$ cat src/rtl/ttc_pkg.sv
// ----------------------------------------------------------------------------
// ttc_pkg
// Types, constants and helper functions shared by the tag trigram counter.
// ----------------------------------------------------------------------------
package ttc_pkg;

   localparam int NUM_TAGS    = 32;
   localparam int COUNT_BITS  = 24;
   localparam int TOTAL_BITS  = 32;
   localparam int TAG_BITS    = (NUM_TAGS > 1) ? $clog2(NUM_TAGS) : 1;
   localparam int PAIR_BITS   = 2 * TAG_BITS;
   localparam int TRI_BITS    = 3 * TAG_BITS;
   localparam int PAIR_DEPTH  = 1 << PAIR_BITS;
   localparam int TRI_DEPTH   = 1 << TRI_BITS;

   typedef logic [COUNT_BITS-1:0] count_type;
   typedef logic [TOTAL_BITS-1:0] total_type;
   typedef logic [TAG_BITS-1:0]   tag_type;

   typedef struct packed {
      logic [4:0] tag;
      logic       sentence_end;
   } ttc_req_type;

   typedef struct packed {
      logic [23:0] unigram_count;
      logic [23:0] bigram_count;
      logic [23:0] trigram_count;
      logic        unigram_new;
      logic        bigram_new;
      logic        trigram_new;
      logic [31:0] unigram_total;
      logic [31:0] bigram_total;
      logic [31:0] trigram_total;
      logic [31:0] unigram_distinct;
      logic [31:0] bigram_distinct;
      logic [31:0] trigram_distinct;
   } ttc_rsp_type;

   // controller to datapath
   typedef struct packed {
      logic clear;
      logic load;
      logic read;
      logic commit;
   } ttc_cmd_type;

   // datapath to controller
   typedef struct packed {
      logic clear_done;
   } ttc_sts_type;

   function automatic count_type sat_count(input count_type value);
      sat_count = (&value) ? value : value + count_type'(1);
   endfunction

   function automatic total_type sat_total(input total_type value, input logic enable);
      sat_total = (enable && !(&value)) ? value + total_type'(1) : value;
   endfunction

endpackage

$ cat src/rtl/ttc_ctrl.sv
// ----------------------------------------------------------------------------
// ttc_ctrl
// Sequencer: memory clearing pass, transaction accept, read, update, and the
// result valid flag.
// ----------------------------------------------------------------------------
module ttc_ctrl (
   input  logic                clock,
   input  logic                reset,
   input  logic                req_valid,
   output logic                req_stall,
   output logic                rsp_valid,
   input  logic                rsp_stall,
   input  ttc_pkg::ttc_sts_type sts,
   output ttc_pkg::ttc_cmd_type cmd
);
   import ttc_pkg::*;

   typedef enum logic [1:0] {
      ST_CLEAR,
      ST_IDLE,
      ST_READ,
      ST_UPDATE
   } state_type;

   state_type state_ff, state_in;
   logic      rsp_valid_ff, rsp_valid_in;
   logic      commit;

   // update may proceed once the output register is free or being drained
   assign commit    = (state_ff == ST_UPDATE) && (!rsp_valid_ff || !rsp_stall);
   assign req_stall = (state_ff != ST_IDLE);
   assign rsp_valid = rsp_valid_ff;

   always_comb begin
      cmd.clear  = (state_ff == ST_CLEAR);
      cmd.load   = (state_ff == ST_IDLE) && req_valid;
      cmd.read   = (state_ff == ST_READ);
      cmd.commit = commit;
   end

   always_comb begin
      state_in = state_ff;
      unique case (state_ff)
         ST_CLEAR:  if (sts.clear_done) state_in = ST_IDLE;
         ST_IDLE:   if (req_valid)      state_in = ST_READ;
         ST_READ:                       state_in = ST_UPDATE;
         ST_UPDATE: if (commit)         state_in = ST_IDLE;
         default:                       state_in = ST_CLEAR;
      endcase
   end

   always_comb begin
      priority if (commit) begin
         rsp_valid_in = 1'b1;
      end else if (!rsp_stall) begin
         rsp_valid_in = 1'b0;
      end else begin
         rsp_valid_in = rsp_valid_ff;
      end
   end

   always_ff @(posedge clock) begin
      if (reset) begin
         state_ff     <= ST_CLEAR;
         rsp_valid_ff <= 1'b0;
      end else begin
         state_ff     <= state_in;
         rsp_valid_ff <= rsp_valid_in;
      end
   end

endmodule

$ cat config.mk
export PLATFORM = sky130hd
export DESIGN_NAME = ttc_ctrl
export DESIGN_NICKNAME = d
export VERILOG_FILES = /design/src/rtl/ttc_pkg.sv /design/src/rtl/ttc_ctrl.sv
export SDC_FILE = /design/constraint.sdc
export NUM_CORES = 1
export LEC_CHECK = 0
export BUFFER_PORTS_ARGS = -buffer_cell sky130_fd_sc_hd__buf_2
export CAP_MARGIN = 20
export CORE_AREA = 2 2 39 41
export DETAILED_ROUTE_END_ITERATION = 12
export DIE_AREA = 0 0 41 43
export PLACE_DENSITY = 0.47
export SYNTH_ARGS = -nofsm -noshare
export SYNTH_HDL_FRONTEND = slang
export SYNTH_SLANG_ARGS = --single-unit
$ cat constraint.sdc
create_clock -name clock -period 1.77 [get_ports clock]
set_clock_uncertainty 0.15 [all_clocks]
set_input_delay 0.2655 -clock clock [delete_from_list [all_inputs] [get_ports clock]]
set_output_delay 0.2655 -clock clock [all_outputs]
set_load 0.01 [all_outputs]
# After elaboration in Yosys (flattened, before gate mapping)
# Index checks and enable logic that the tools add are counted.
[op_classes] n_shift=0 eq_ne=8 muxes=6 n_mul=0 n_div=0 magnitude_cmp=0 bitwise=0 n_reduce_logical=7 n_addsub=0
[ops] cell="one-hot mux 2 bit (4 select lines)" n=1
[ops] cell="two-way mux 2 bit" n=3
[ops] cell="inequality test 2 bit, second input constant" n=3
[ops] cell="equality test 2 bit, second input constant" n=2
[ops] cell="inequality test 2 x 1 -> 1 bit, second input constant" n=2
[ops] cell="AND reduction 3 bit" n=1
[ops] cell="equality test 2 x 1 -> 1 bit, second input constant" n=1
[ops] cell="logical AND 1 bit" n=2
[ops] cell="logical NOT 1 bit" n=2
[ops] cell="logical NOT 2 bit" n=1
[ops] cell="two-way mux 1 bit" n=2
[ops] cell="logical OR 1 bit" n=1
[word_totals] latchBits=0 ramBits=0 inputBits=5 wordCells=23 register_bits=3 n_memories=0 rom_bits=0

# Logic depth before layout (Yosys ltp)
# Gate-level depths: netlist of run 1.
[depth] ltp_word=5 ltp_mapped=5 ltp_nobuf=5

# Worst setup path before layout of run 1
# No wires, ideal clock.
[synth_path] path_type="register -> register" startpoint="register state_ff[1]" endpoint="register state_ff[0]" path_buffers=0 required_time_ns=1.499 stages_incl_launch_ff=6 t_arrival_ns=1.190 period_less_slack_ns=1.461 setup_ns=0.121 slack_ns=0.309 path_cell_list="dfxtp_1 > inv_1 > ha_1 > inv_2 > o221a_4 > mux2_4"
[synth_via] elab_chain_len=4 elab_cells_between_ends=10 cone_classes="6 x eq/ne; 1 x mux; 3 x reduce/logical"
[synth_rtl] item="start: declaration" line="ttc_ctrl.sv:25" rtl="state_type state_ff, state_in;"
[synth_rtl] item="start signal: assignment" line="ttc_ctrl.sv:67" rtl="state_ff <= state_in;"
[synth_rtl] item="equality test 2 bit" line="ttc_ctrl.sv:30, ttc_ctrl.sv:43"
[synth_rtl] item="logical AND 1 bit" line="ttc_ctrl.sv:30" rtl="assign commit = (state_ff == ST_UPDATE) && (!rsp_valid_ff || !rsp_stall);"
[synth_rtl] item="inequality test 2 bit (no source line)"
[synth_rtl] item="AND reduction 3 bit (no source line)"
# Parallel ways exist; a longest one is shown, timed or not.
# A chain may end at the register's enable or synchronous reset.

==> results of run 1 <==
## state kept, by name, summed over array words and instances (netlist names)
signal,cells
state_ff,2
rsp_valid,1
## per-layer routing
| layer | routed length, um | part of all wire (%) | track usage (%) |
|---|---|---|---|
| met1 | 222 | 46 | 7.05 |
| met2 | 192 | 40 | 8.13 |
| met3 | 69 | 14 | 7.85 |
| met4 | 0 | 0 | 6.00 |
| met5 | 0 | 0 | 0 |
## cell families after synthesis
kind of cell               count (synthesis)  synth area share, %
buffers and inverters                      5                 9.94
adders and majority gates                  4                 22.1
muxes                                      2                 11.0
AOI/OAI and AO/OA                          3                 14.4
and+or+nand+nor                            7                 16.0
DFF                                        3                 26.5
## synth_stat cells (all sizes together)
cell type  number
dfxtp           3
inv             4
mux2            1
nor2            3
and2            1
nand3           1
ha              4
nand2b          2
mux2i           1
a21oi           1
buf             1
o221a           1
a21boi          1
## power by group
| part | internal [mW] | total [mW] | switching (mW) |
|---|---|---|---|
| clock | 0.0846 | 0.121 | 0.0367 |
| sequential | 0.0871 | 0.105 | 0.0181 |
| combinational | 0.102 | 0.203 | 0.101 |
| total | 0.273 | 0.429 | 0.156 |
## worst max-delay path, cell delays in order, from the launching register on
cell     delay, ps
dfxtp_1        370
inv_1           80
ha_1           210
and2_2         170
buf_2          130
## worst min path at each step
| stage | from | endpoint | slack [ps] |
|---|---|---|---|
| 3_5_place_dp | reset | rsp_valid | 350 |
| 3_3_place_gp | reset | rsp_valid | 340 |
| 4_1_cts | reset | rsp_valid | 100 |
| 2_1_floorplan | reset | rsp_valid | 190 |
| 6_report | reset | rsp_valid | 110 |
| 5_1_grt | reset | rsp_valid | 110 |
## metrics by stage
stage               instances  utilization [%]
detailed placement         49             20.9
finish                     53             22.8
global route               53             22.8
global placement           49             20.9
floorplan                  24                -
CTS                        53             22.8
## cell type report
type / instances / area (um2)
clock buffers: 4 / 26.3
fillers: 163 / 1070
inverters: 4 / 15.0
multi-input cells: 16 / 144
flip-flops and latches: 3 / 60.1
well taps: 16 / 20.0
repair buffers: 10 / 50.0
==> impl_metrics.prom, run 1 <==
# TYPE chip_impl_metric gauge
chip_impl_info{name="yosys-top-cells-area",value="dfxtp_1 (27%), ha_1 (22%), o221a_4 (8.8%)"} 1
chip_impl_metric{name="finalWeightedCongestion",unit=""} 0.589
chip_impl_metric{name="postSynthNetCount",unit=""} 33
chip_impl_metric{name="first_global_vias",unit=""} 180
chip_impl_metric{name="cts-buffers-inserted",unit=""} 3
chip_impl_metric{name="die_span_in_y",unit="um"} 43
chip_impl_metric{name="post_drt_via_cell_ratio",unit=""} 3.60
chip_impl_metric{name="ant_nets",unit=""} 0
chip_impl_metric{name="final_critical_path_setup_slack",unit="ps"} 161
chip_impl_metric{name="layout_min_cycle_time",unit="ps"} 1610
chip_impl_metric{name="hold_path_depth",unit=""} 2
chip_impl_metric{name="post_synth_num_cell_types",unit=""} 14
chip_impl_metric{name="drive_above_1_share",unit="%"} 45.9
chip_impl_metric{name="grt_pass1_wl",unit="um"} 724
chip_impl_metric{name="globalRouteOverflowTotal",unit=""} 0
chip_impl_info{name="worstSetupEndpoint",value="cmd[2]"} 1
chip_impl_metric{name="clkLatencyLatePin",unit="ps"} 230
chip_impl_metric{name="grt_antenna_before_repair",unit=""} 0
chip_impl_metric{name="max-clock-path-buffers",unit=""} 2
chip_impl_info{name="rsz0062_at_grt",value="false"} 1
chip_impl_metric{name="final_setup_violation_count",unit=""} 0
chip_impl_metric{name="cts.repair_timing.setup_buffer_count",unit=""} 0
chip_impl_metric{name="r2r_slack",unit="ps"} 270
chip_impl_metric{name="number_of_hold_violations_in_the_final_report",unit=""} 0
chip_impl_metric{name="drt-pass1-iter-count",unit=""} 2
chip_impl_info{name="mostFrequentLayoutCell",value="buf_2"} 1
chip_impl_info{name="crit_path_start_kind",value="flop"} 1
chip_impl_info{name="critical_path.reg2reg.endpoint",value="state_ff[0]"} 1
chip_impl_metric{name="tightest_slew",unit="ps"} 121
chip_impl_metric{name="worstRegToRegCells",unit=""} 5
chip_impl_info{name="tritoncts",value="yes"} 1
chip_impl_info{name="hold_path.class",value="input port to flop"} 1
chip_impl_metric{name="power_leakage",unit="nW"} 0.166
chip_impl_metric{name="synth.cell_area",unit="um2"} 226
chip_impl_metric{name="total_nets_final",unit=""} 47
chip_impl_metric{name="die_area",unit="um2"} 1760
chip_impl_metric{name="syn_to_final_growth",unit="%"} 39.2
chip_impl_metric{name="cp_max_fo",unit=""} 4
chip_impl_metric{name="clock_sink_count",unit=""} 3
chip_impl_metric{name="via_count",unit=""} 191
chip_impl_metric{name="setup_tns",unit="ps"} 0
chip_impl_metric{name="row_count",unit=""} 14
chip_impl_metric{name="ir_worst_vdd",unit="mV"} 0.405
chip_impl_metric{name="core_area",unit="um2"} 1380
chip_impl_info{name="worstSetupStartpoint",value="state_ff[1]"} 1
chip_impl_metric{name="drcViolationCount",unit=""} 0
chip_impl_metric{name="power_per_cell_area",unit="nW/um2"} 1360
chip_impl_info{name="setup.worst_path.end_class",value="output pin"} 1
chip_impl_metric{name="cts_htree_levels",unit=""} 1
chip_impl_metric{name="finalPower",unit="uW"} 429
chip_impl_info{name="final_cell_mix",value="buf_2 (10), ha_1 (4)"} 1
chip_impl_metric{name="detail_route.iter0.violations",unit=""} 2
chip_impl_metric{name="route.final.wire_length",unit="um"} 485
chip_impl_metric{name="synth_cells",unit=""} 24
chip_impl_metric{name="finalInstanceArea",unit="um2"} 315
chip_impl_metric{name="post_synth.cell_area_avg",unit="um2"} 9.44
chip_impl_metric{name="max_freq",unit="GHz"} 0.622
chip_impl_metric{name="port_buffers",unit=""} 10
chip_impl_metric{name="groute.usage.overall",unit="%"} 7.22
chip_impl_metric{name="path_clk_slew",unit="ps"} 40
chip_impl_metric{name="synth-warning-count",unit=""} 0
chip_impl_info{name="clockRootBuffer",value="clkbuf_4"} 1
chip_impl_metric{name="number_of_i_o_pins",unit=""} 11
chip_impl_metric{name="seq_area_frac_synth",unit="%"} 26.5
chip_impl_metric{name="post_dp_cell_area",unit="um2"} 289
chip_impl_metric{name="worstPathRequired",unit="ps"} 1350
chip_impl_metric{name="diode_count",unit=""} 0
chip_impl_metric{name="ys_ff_latch",unit=""} 3
chip_impl_metric{name="slew_headroom",unit="%"} 91.7
chip_impl_metric{name="maxCapViolations",unit=""} 0
chip_impl_metric{name="synth_top_area_share",unit="%"} 26.5
chip_impl_metric{name="post_cts_hold_buffer_count",unit=""} 0
chip_impl_metric{name="arrival",unit="ps"} 1190
chip_impl_metric{name="wire_per_inst",unit="um"} 9.15
chip_impl_metric{name="grt_max_degree",unit=""} 6
chip_impl_info{name="result_of_the_run",value="completed"} 1
chip_impl_metric{name="die_w",unit="um"} 41
chip_impl_metric{name="worst_slack_at_placement",unit="ps"} 273
chip_impl_metric{name="timing.final.crit_share",unit="%"} 90.9
chip_impl_metric{name="initial_core_util",unit="%"} 16.4
chip_impl_metric{name="cts_resized",unit=""} 0
chip_impl_info{name="criticalPathCategory",value="flop to output pin"} 1
chip_impl_metric{name="hold_slack",unit="ps"} 105
chip_impl_info{name="post-synth-top-area-cell",value="dfxtp_1"} 1
chip_impl_metric{name="report.final.slew_viol_count",unit=""} 0
chip_impl_info{name="r2r_start",value="state_ff[1]"} 1
No activity file was read; power rests on OpenSTA's default activity.
==> run 2, diff against run 1 <==
- CELL_PAD_IN_SITES_DETAIL_PLACEMENT: unset -> 0
- CELL_PAD_IN_SITES_GLOBAL_PLACEMENT: unset -> 1
- PLACE_DENSITY: 0.47 -> 0.57
==> run 2 against run 1 <==
Sequential share of layout area did not move. Combinational power barely moved. Worst hold slack got worse by 8.4 ps. Clock power barely moved. Maximum frequency rose by 0.14%. First-iteration DRC count did not move. Total power fell by 0.57%. Count of clock-buffer cells in the layout did not move. Non-clock buffer count did not move. Sequential power barely moved. Register-to-register slack barely moved. Critical path type unchanged.
==> impl_metrics.prom, run 2 (synthesis results as in run 1) <==
# TYPE chip_impl_metric gauge
chip_impl_metric{name="power_per_cell_area",unit="nW/um2"} 1350
chip_impl_metric{name="ir_worst_vdd",unit="mV"} 0.432
chip_impl_metric{name="layout_min_cycle_time",unit="ps"} 1610
chip_impl_metric{name="report.final.slew_viol_count",unit=""} 0
chip_impl_metric{name="groute.usage.overall",unit="%"} 6.92
chip_impl_metric{name="number_of_i_o_pins",unit=""} 11
chip_impl_metric{name="multi_input_comb_area",unit="um2"} 144
chip_impl_metric{name="power.sequential.fraction",unit="%"} 24.5
chip_impl_metric{name="wire_per_inst",unit="um"} 8.32
chip_impl_metric{name="p_int",unit="uW"} 274
chip_impl_metric{name="cp_max_fo",unit=""} 4
chip_impl_metric{name="port_buffers",unit=""} 10
chip_impl_metric{name="drcViolationCount",unit=""} 0
chip_impl_metric{name="net-switching-power",unit="uW"} 153
chip_impl_metric{name="core_area",unit="um2"} 1380
chip_impl_info{name="crit_path_start_kind",value="flop"} 1
chip_impl_metric{name="worstPathRequired",unit="ps"} 1350
chip_impl_metric{name="clock_sink_count",unit=""} 3
chip_impl_info{name="rsz0062_at_grt",value="false"} 1
chip_impl_metric{name="detail_route.iter0.violations",unit=""} 2
chip_impl_metric{name="drt-pass1-iter-count",unit=""} 2
chip_impl_metric{name="cts_resized",unit=""} 0
chip_impl_metric{name="cts-buffers-inserted",unit=""} 3
chip_impl_metric{name="path_clk_slew",unit="ps"} 40
chip_impl_metric{name="arrival",unit="ps"} 1190
chip_impl_metric{name="initial_core_util",unit="%"} 16.4
chip_impl_metric{name="post_dp_cell_area",unit="um2"} 289
chip_impl_metric{name="via_count",unit=""} 202
chip_impl_metric{name="globalRouteOverflowTotal",unit=""} 0
chip_impl_metric{name="setup_tns",unit="ps"} 0
chip_impl_metric{name="pwr-share-comb",unit="%"} 47.3
chip_impl_metric{name="largest_register_ff_count",unit=""} 2
chip_impl_info{name="tritoncts",value="yes"} 1
chip_impl_metric{name="row_count",unit=""} 14
chip_impl_metric{name="clkLatencyLatePin",unit="ps"} 230
chip_impl_metric{name="diode_count",unit=""} 0
chip_impl_metric{name="first_global_vias",unit=""} 224
chip_impl_metric{name="tightest_slew",unit="ps"} 98.0
chip_impl_info{name="max_flop_register",value="state_ff"} 1
chip_impl_metric{name="layout.filler_cells",unit=""} 146
chip_impl_metric{name="die_span_in_y",unit="um"} 43
chip_impl_metric{name="cts_htree_levels",unit=""} 1
chip_impl_info{name="result_of_the_run",value="completed"} 1
chip_impl_metric{name="power.share.clock",unit="%"} 28.3
chip_impl_metric{name="maxCapViolations",unit=""} 0
chip_impl_metric{name="seqCellArea",unit="um2"} 60.1
chip_impl_metric{name="post_drt_via_cell_ratio",unit=""} 3.81
chip_impl_metric{name="syn_to_final_growth",unit="%"} 39.2
chip_impl_metric{name="finalInstanceArea",unit="um2"} 315
chip_impl_metric{name="max-clock-path-buffers",unit=""} 2
chip_impl_metric{name="max_freq",unit="GHz"} 0.623
chip_impl_metric{name="ant_nets",unit=""} 0
chip_impl_info{name="setup.worst_path.end_class",value="output pin"} 1
chip_impl_metric{name="place_hpwl",unit="um"} 373
chip_impl_metric{name="finalWeightedCongestion",unit=""} 0.678
chip_impl_metric{name="finalNonFillerCells",unit=""} 53
chip_impl_metric{name="route.final.wire_length",unit="um"} 441
chip_impl_metric{name="hold_slack",unit="ps"} 96.7
chip_impl_metric{name="timing.final.crit_share",unit="%"} 90.8
chip_impl_metric{name="slew_headroom",unit="%"} 93.3
chip_impl_metric{name="die_w",unit="um"} 41
chip_impl_metric{name="post_cts_hold_buffer_count",unit=""} 0
chip_impl_metric{name="total_nets_final",unit=""} 47
chip_impl_metric{name="grt_pass1_wl",unit="um"} 738
chip_impl_metric{name="die_area",unit="um2"} 1760
chip_impl_metric{name="drive_above_1_share",unit="%"} 45.9
chip_impl_metric{name="swShare",unit="%"} 35.9
chip_impl_metric{name="final_setup_violation_count",unit=""} 0
chip_impl_metric{name="grt_max_degree",unit=""} 6
chip_impl_metric{name="cts.repair_timing.setup_buffer_count",unit=""} 0
chip_impl_info{name="final_cell_mix",value="buf_2 (10), ha_1 (4)"} 1
chip_impl_metric{name="number_of_hold_violations_in_the_final_report",unit=""} 0
chip_impl_metric{name="place_inst",unit=""} 49
chip_impl_metric{name="power_leakage",unit="nW"} 0.166
chip_impl_info{name="clockRootBuffer",value="clkbuf_4"} 1
chip_impl_info{name="hold_path.class",value="input port to flop"} 1
chip_impl_info{name="mostFrequentLayoutCell",value="buf_2"} 1
chip_impl_metric{name="grt_antenna_before_repair",unit=""} 0
chip_impl_info{name="criticalPathCategory",value="flop to output pin"} 1
## run 2: cell counts in the layout (fill, tap and decap cells not counted)
Identical to the previous run, type by type.
## run 2: final cells by class
type                       instances  share of cell area, %
multi-input combinational         16                   45.6
sequential                         3                   19.0
timing repair buffer              10                   15.9
clock buffer                       4                   8.33
tap                               16                   6.35
inverter                           4                   4.76
## run 2: stage by stage
step                      power (mW)  util, %  worst slack [ps]
after detailed placement       0.312     20.9               261
after floorplan                0.255        -               309
final                          0.427     22.8               164
after CTS                      0.440     22.8               144
after global placement         0.314     20.9               239
after global routing           0.474     22.8              69.7
## run 2: routing by layer
layer | vias to the layer above | GRT usage, % | part of all wire (%)
li1 | 102 | - | -
met1 | 94 | 5.13 | 34
met2 | 6 | 10.0 | 59
met3 | 0 | 3.14 | 6.6
met4 | 0 | 10.0 | 0
met5 | - | 0 | 0
## run 2: worst paths after layout
kind / end / from / slack [ps] / cells after the start
worst min-delay path: rsp_valid / reset / 100 / 2
worst min register to register: state_ff[1] / state_ff[1] / 370 / 2
worst max register to register: state_ff[0] / state_ff[1] / 270 / 5
worst max-delay path: cmd[2] / state_ff[1] / 160 / 4
## run 2: worst max-delay path, cell delays in order, from the launching register on
cell     delay, ps
dfxtp_1        370
inv_1           70
ha_1           220
and2_2         170
buf_2          130
## run 2: power groups by stage
stage | Sequential (mW) | Combinational (mW) | Clock [mW]
2_1_floorplan | 0.103 | 0.152 | 0
3_3_place_gp | 0.104 | 0.210 | 0
3_5_place_dp | 0.105 | 0.207 | 0
4_1_cts | 0.104 | 0.208 | 0.128
5_1_grt | 0.107 | 0.235 | 0.132
6_report | 0.104 | 0.202 | 0.121
